--- src/rtl/recf_pkg.sv ---
// Package with shared widths, constants and control types for the radial energy cutoff finder.
`timescale 1ns / 1ps
package recf_pkg;

    localparam int MAX_SIDE    = 512;
    localparam int SAMPLE_BITS = 16;
    localparam int NUM_BINS    = MAX_SIDE / 2;
    localparam int MIN_SIDE    = 4;
    localparam int ONE_Q16     = 65536;

    localparam int SIDE_W  = 10;
    localparam int INDEX_W = 9;
    localparam int BIN_W   = 8;
    localparam int FRAC_W  = 17;
    localparam int ACC_W   = 40;
    localparam int HALF_W  = ACC_W / 2;
    localparam int DIST_W  = 20;
    localparam int ROOT_W  = 10;
    localparam int TGT_W   = FRAC_W + ACC_W;
    localparam int RAD_W   = 8;

    localparam int CFG_IDX_W = 2;
    localparam int CFG_DAT_W = 17;

    localparam logic [CFG_IDX_W-1:0] REG_WIDTH    = 2'd0;
    localparam logic [CFG_IDX_W-1:0] REG_HEIGHT   = 2'd1;
    localparam logic [CFG_IDX_W-1:0] REG_FRACTION = 2'd2;

    localparam logic [SIDE_W-1:0] WIDTH_RESET    = 10'd512;
    localparam logic [SIDE_W-1:0] HEIGHT_RESET   = 10'd512;
    localparam logic [FRAC_W-1:0] FRACTION_RESET = 17'd62259;

    typedef struct packed {
        logic take_pixel;
        logic square;
        logic root_step;
        logic bin_read;
        logic bin_write;
        logic target_lo;
        logic target_hi;
        logic walk_read;
        logic walk_check;
        logic publish;
    } recf_cmd_t;

    typedef struct packed {
        logic last_pixel;
        logic root_last;
        logic no_radius;
        logic walk_pass;
        logic walk_end;
        logic out_free;
    } recf_status_t;

    typedef enum logic [9:0] {
        ST_IDLE   = 10'b0000000001,
        ST_SQUARE = 10'b0000000010,
        ST_ROOT   = 10'b0000000100,
        ST_BREAD  = 10'b0000001000,
        ST_BWRITE = 10'b0000010000,
        ST_TGT_LO = 10'b0000100000,
        ST_TGT_HI = 10'b0001000000,
        ST_WREAD  = 10'b0010000000,
        ST_WCHECK = 10'b0100000000,
        ST_FINISH = 10'b1000000000
    } recf_state_t;

endpackage

--- src/rtl/recf_controller.sv ---
// Sequencer that steps the datapath through pixel binning and the end-of-frame radius walk.
`timescale 1ns / 1ps
module recf_controller
(
    input  logic                   clk,
    input  logic                   rst_n,
    input  logic                   in_valid,
    output logic                   in_ready,
    input  recf_pkg::recf_status_t status,
    output recf_pkg::recf_cmd_t    cmd
);
    import recf_pkg::*;

    recf_state_t state_reg;
    recf_state_t state_next;

    always_ff @(posedge clk or negedge rst_n)
    begin
        if (!rst_n)
        begin
            state_reg <= ST_IDLE;
        end
        else
        begin
            state_reg <= state_next;
        end
    end

    assign in_ready = (state_reg == ST_IDLE);

    always_comb
    begin
        state_next = state_reg;
        cmd        = '0;
        unique case (state_reg)
            ST_IDLE:
            begin
                if (in_valid)
                begin
                    cmd.take_pixel = 1'b1;
                    state_next     = ST_SQUARE;
                end
            end
            ST_SQUARE:
            begin
                cmd.square = 1'b1;
                state_next = ST_ROOT;
            end
            ST_ROOT:
            begin
                cmd.root_step = 1'b1;
                if (status.root_last)
                begin
                    state_next = ST_BREAD;
                end
            end
            ST_BREAD:
            begin
                cmd.bin_read = 1'b1;
                state_next   = ST_BWRITE;
            end
            ST_BWRITE:
            begin
                cmd.bin_write = 1'b1;
                state_next    = status.last_pixel ? ST_TGT_LO : ST_IDLE;
            end
            ST_TGT_LO:
            begin
                cmd.target_lo = 1'b1;
                state_next    = ST_TGT_HI;
            end
            ST_TGT_HI:
            begin
                cmd.target_hi = 1'b1;
                state_next    = status.no_radius ? ST_FINISH : ST_WREAD;
            end
            ST_WREAD:
            begin
                cmd.walk_read = 1'b1;
                state_next    = ST_WCHECK;
            end
            ST_WCHECK:
            begin
                cmd.walk_check = 1'b1;
                if (status.walk_pass || status.walk_end)
                begin
                    state_next = ST_FINISH;
                end
                else
                begin
                    state_next = ST_WREAD;
                end
            end
            ST_FINISH:
            begin
                if (status.out_free)
                begin
                    cmd.publish = 1'b1;
                    state_next  = ST_IDLE;
                end
            end
            default:
            begin
                state_next = ST_IDLE;
            end
        endcase
    end

endmodule

--- config.mk ---
export PLATFORM = sky130hd
export DESIGN_NAME = recf_controller
export DESIGN_NICKNAME = d
export VERILOG_FILES = /design/src/rtl/recf_pkg.sv /design/src/rtl/recf_controller.sv
export SDC_FILE = /design/constraint.sdc
export NUM_CORES = 1
export LEC_CHECK = 0
export ABC_AREA = 1
export BUFFER_PORTS_ARGS = -buffer_cell sky130_fd_sc_hd__buf_2
export CORE_MARGIN = 2
export CORE_UTILIZATION = 25
export DETAILED_ROUTE_END_ITERATION = 8
export SYNTH_ARGS = -nofsm -noshare
export SYNTH_HDL_FRONTEND = slang
export SYNTH_SLANG_ARGS = --single-unit
--- constraint.sdc ---
create_clock -name clk -period 2.8 [get_ports clk]
set_input_delay 0.28 -clock clk [delete_from_list [all_inputs] [get_ports clk]]
set_output_delay 0.28 -clock clk [all_outputs]
set_load 0.01 [all_outputs]
## Word level (Yosys, flattened, before mapping)

Cells that the tools add are included.

- Input bits: 9
- Memories kept: 0
- RAM bits: 0
- Latch bits: 0
- Logic and storage cells: 35
- Memory bits (read-only): 0
- Output and inout bits: 11
- Bits in registers: 10

- Multiply operators: 0
- $add $sub $neg: 0
- Reduce and logical (&&, ||, !) cells: 2
- Divide/modulo/power cells: 0
- Bitwise operators: 0
- Eq/ne operators: 13
- Shifts and indexed selects: 0
- Muxes and demuxes: 19
- $lt $le $gt $ge: 0

Operators by type and width:

| kind | count |
|---|---|
| 10-bit case mux with 10 select lines | 1 |
| 10-bit two-way mux | 5 |
| 1-bit two-way mux | 12 |
| 10-bit by 1-bit equality test with 1-bit output, second input constant | 1 |
| 10-bit equality test, second input constant | 1 |
| 10-bit by 2-bit equality test with 1-bit output, second input constant | 1 |
| 10-bit by 3-bit equality test with 1-bit output, second input constant | 1 |
| 10-bit by 4-bit equality test with 1-bit output, second input constant | 1 |
| 10-bit by 5-bit equality test with 1-bit output, second input constant | 1 |
| 10-bit by 6-bit equality test with 1-bit output, second input constant | 1 |
| 10-bit by 7-bit equality test with 1-bit output, second input constant | 1 |
| 10-bit by 8-bit equality test with 1-bit output, second input constant | 1 |
| 10-bit by 9-bit equality test with 1-bit output, second input constant | 1 |
| 6-bit two-way mux | 1 |
| 2-bit != test, second input constant | 3 |
| 3-bit AND reduction | 1 |
| 1-bit logical OR | 1 |

## Longest topological paths before layout

- Word-level depth: 3
- Mapped depth: 8
- Gate-level depth less buffers: 8

## Worst setup path before layout

OpenSTA, ideal clock, no wires.

- Kind: register to output
- Start point: register state_reg[0]
- End point: output port cmd[9] in the netlist's numbering
- Data arrival time: 0.968 ns
- Cell stages (with the launch flop): 5
- Slack: 1.552 ns
- Required time: 2.520 ns
- Cells stage by stage: dfstp_2 nand2_1 nor2_2 nand2_2 nor2_1

RTL lines:

| element | line | source |
|---|---|---|
| from (decl) | recf_controller.sv:14 | `recf_state_t state_reg;` |
| from (signal assigned) | recf_controller.sv:25 | `state_reg <= state_next;` |
| to (decl) | recf_controller.sv:10 | `output recf_pkg::recf_cmd_t cmd` |

==> impl.org <==
** Routing
- Detailed router's first-iteration violation count :: 3
- Detailed Routing Iterations Pass 1 :: 4
- For this block, the routed nets add up to 1398 um of wire.
- Dividing the detail-routed wire length by the instance count gives 9.019 um.
- Number of vias in the routed layout :: 622
- Using the TritonRoute via totals, the vias-per-cell ratio works out to 4.013.
- In this run the remaining antenna-violating nets after routing total 0.
- In the routed design, unresolved DRC markers number 0.

** Clock tree
- TritonCTS clock tree :: done
- CTS built an H-tree with a depth of 1.
- Largest buffer count on any clock path :: 2
- The clock reaches the later pin of the worst-skew pair after 0.27 ns.
- CTS placed an instance of clkbuf_4 at the clock tree root.
- Clock tree synthesis inserted a total of 3 buffers.
- Clock-pin slew was measured on the worst setup and hold paths at 0.06 ns.
- Clock tree synthesis found a total of 10 sinks.

** Place
- The congestion estimate from routability-driven global placement came to 0.7285.
- Pre-CTS setup slack :: 1.382 ns
- Number of port buffers :: 19
- Number of placed instances, taps included :: 150
- HPWL Detailed :: 1188 um

** STA
- Fin crit share :: 60.26%
- Setup repair after global routing left no endpoint under its margin.
- Final Skew :: 0.005750 ns
- Setup violations remaining at the end of the flow were counted as 0.
- The hold violation count in the final report came to 0.
- Final slew viol count :: 0
- For the pin with the worst max-slew slack, the measured transition is 0.2903 ns.
- Total negative slack for setup checks :: 0 ns
- The clock period could shrink to 1.687 ns.
- Static timing analysis puts the maximum clock frequency at 0.5927 GHz.
- The worst pin sits at a relative slew slack of 80.54%.
- In the post-route analysis, the smallest setup slack over all paths is 1.113 ns.

** Min path
- Counting instances, the worst hold path has a depth of 2.
- In this run the most critical hold path is launched from status[3].
- Worst min-delay path category :: in -> reg

** Global routing
- After global routing the overflow that remains totals 0.
- Global routing used 9.753% of the available tracks.
- The number of global-route vias before repair is 607.
- The first global-routing pass estimated 2504 um of wire.
- Maximum number of pins on one net before global-route repair :: 11
- The initial antenna violation count came to 0.

** Cells and area
- The top cell types in the final layout, fill and taps aside, are inv_1 (26), nand2_1 (19), buf_2 (19).
- Counting the fill cells in the layout gives 311.
- Fraction of layout cells with a size suffix above 1 :: 37.10%
- Fin util :: 32.32%
- Final layout net count :: 134
- Area overhead of the layout relative to synthesis :: 25.90%
- The number of antenna diodes in the final layout is 0.
- Leading cell type in the layout, fill and taps excluded :: inv_1
- Cell Count, Final, Fillers Out :: 155
- Flip-flop count of the largest register after layout :: 10

** Worst setup path
- At the worst endpoint, the required time is 2.52 ns.
- R2R cell count :: 8
- Sort of element at the end of the critical path :: output pin
- Of all nets on the critical path, the largest fanout is 4.
- Launch instance of the worst register-to-register path :: state_reg[5]
- Class of the most critical setup path :: reg -> out
- Launch point of the critical path :: state_reg[6]
- Critical path data arrival time :: 1.41 ns
- STA classifies the critical path startpoint as a register.

** Pwr
- Peak supply drop :: 0.3802 mV
- The analysis attributes to cell leakage a power of 0.0005821 uW.
- Sum of internal, switching and leakage power :: 630.8 uW
- PwrDens :: 720.2 nW/um^2

** Synth
- The netlist uses 16 different library cells.
- Netlist Area Pre-Place :: 695.7 sq um
- Number of flip-flops and latches in the synthesized netlist :: 10
- After synthesis, the largest area contributor takes up 32.37% of total cell area.
- The biggest area contributor in the post-synthesis netlist is dfrtp_1.
- Synth Instances :: 100
- Sequential elements use 36.15% of the synthesized area.
- Average footprint of a synthesized cell :: 6.957 sq um
- During synthesis, Yosys emitted a total of 0 warnings.
- Yosys attributes the largest share of cell area to dfrtp_1 (32%), inv_1 (14%), nand2_1 (10%).
- Synthesized Nets :: 109

** Die
- The floorplan has 19 rows.
- Die Y :: 56.75 um
- In this run the count of I/O pins placed on the die edge is 20.
- The initial utilization of the core area, before any placement, comes to 25.67%.
- Full die area :: 3221 sq um
- The total area inside the core boundary comes to 2710 sq um.
- The floorplan step set the die width to 56.75 um.

** Job
- Across the run, the number of max-cap violations was 0.

** Outcome
- The flow ran to the end, and the final reports show no timing, DRC or antenna violations.
where the power goes:
part	internal [uW]	switching (uW)	leakage [uW]
combinational	113	190	0.000427
sequential	173	24.0	0.000134
clock	79.0	51.0	0.0000210
total	365	265	0.000582
stage by stage:
stage | hold WS (ns) | cell area [sq um]
after detailed placement | 0.1566 | 829.5
after floorplan | -0.01559 | 695.7
after global routing | 0.2536 | 875.8
after CTS | 0.2310 | 875.8
final | 0.2360 | 875.8
after global placement | 0.1537 | 829.5
synth_stat cells:
master,number
inv_1,26
nand2_1,19
nor2_1,17
dfrtp_1,9
nor2_2,7
nand2_2,5
nor2_4,4
nand3_1,3
nand3_2,2
o21ai_0,2
a21oi_2,1
dfstp_2,1
nand2_4,1
nand3b_2,1
nor3_2,1
o21ai_1,1
per-layer routing:
metal  up-vias  GRT usage, %  part of all wire, %
li1        336             -                    -
met1       269         12.55                   45
met2        15         16.61                   48
met3         2         1.613                  5.2
met4         0         2.990                  1.4
met5         -             0                    0
what timing repair did:
item                                   CTS  global route
resized for setup                        0             0
buffers inserted                         0             0
endpoints found under the hold margin    9             0
hold buffers                             1             0
cell families (layout without fill, tap and decap cells):
group	after synthesis	count (layout)	share of synthesized area [%]
simple gates	60	60	46.40
buf+inv	26	50	14.03
flops	10	10	36.15
compound gates	4	4	3.417
final timing paths:
path / end / slack, ns
worst min-delay path: state_reg[7] / 0.24
worst max register to register: state_reg[2] / 1.46
worst min register to register: state_reg[6] / 0.62
min in group asynchronous: state_reg[3] / 0.40
worst max-delay path: cmd[1] / 1.11
max in group asynchronous: state_reg[0] / 2.15
worst max-delay path, stage by stage, from the launching register on:
cell	delay, ns
dfrtp_1	0.42
nor2_4	0.16
nand2_4	0.09
nor3_2	0.28
buf_2	0.20
layout make-up:
type	count	area, sq um	share of cell area, %
flip-flops and latches	10	251.5	28.71
inverters	26	97.59	11.14
repair buffers	20	105.1	12.00
clock buffers	4	36.28	4.143
well taps	31	38.79	4.429
multi-input cells	64	346.6	39.57
No activity file was read; power rests on OpenSTA's default activity.
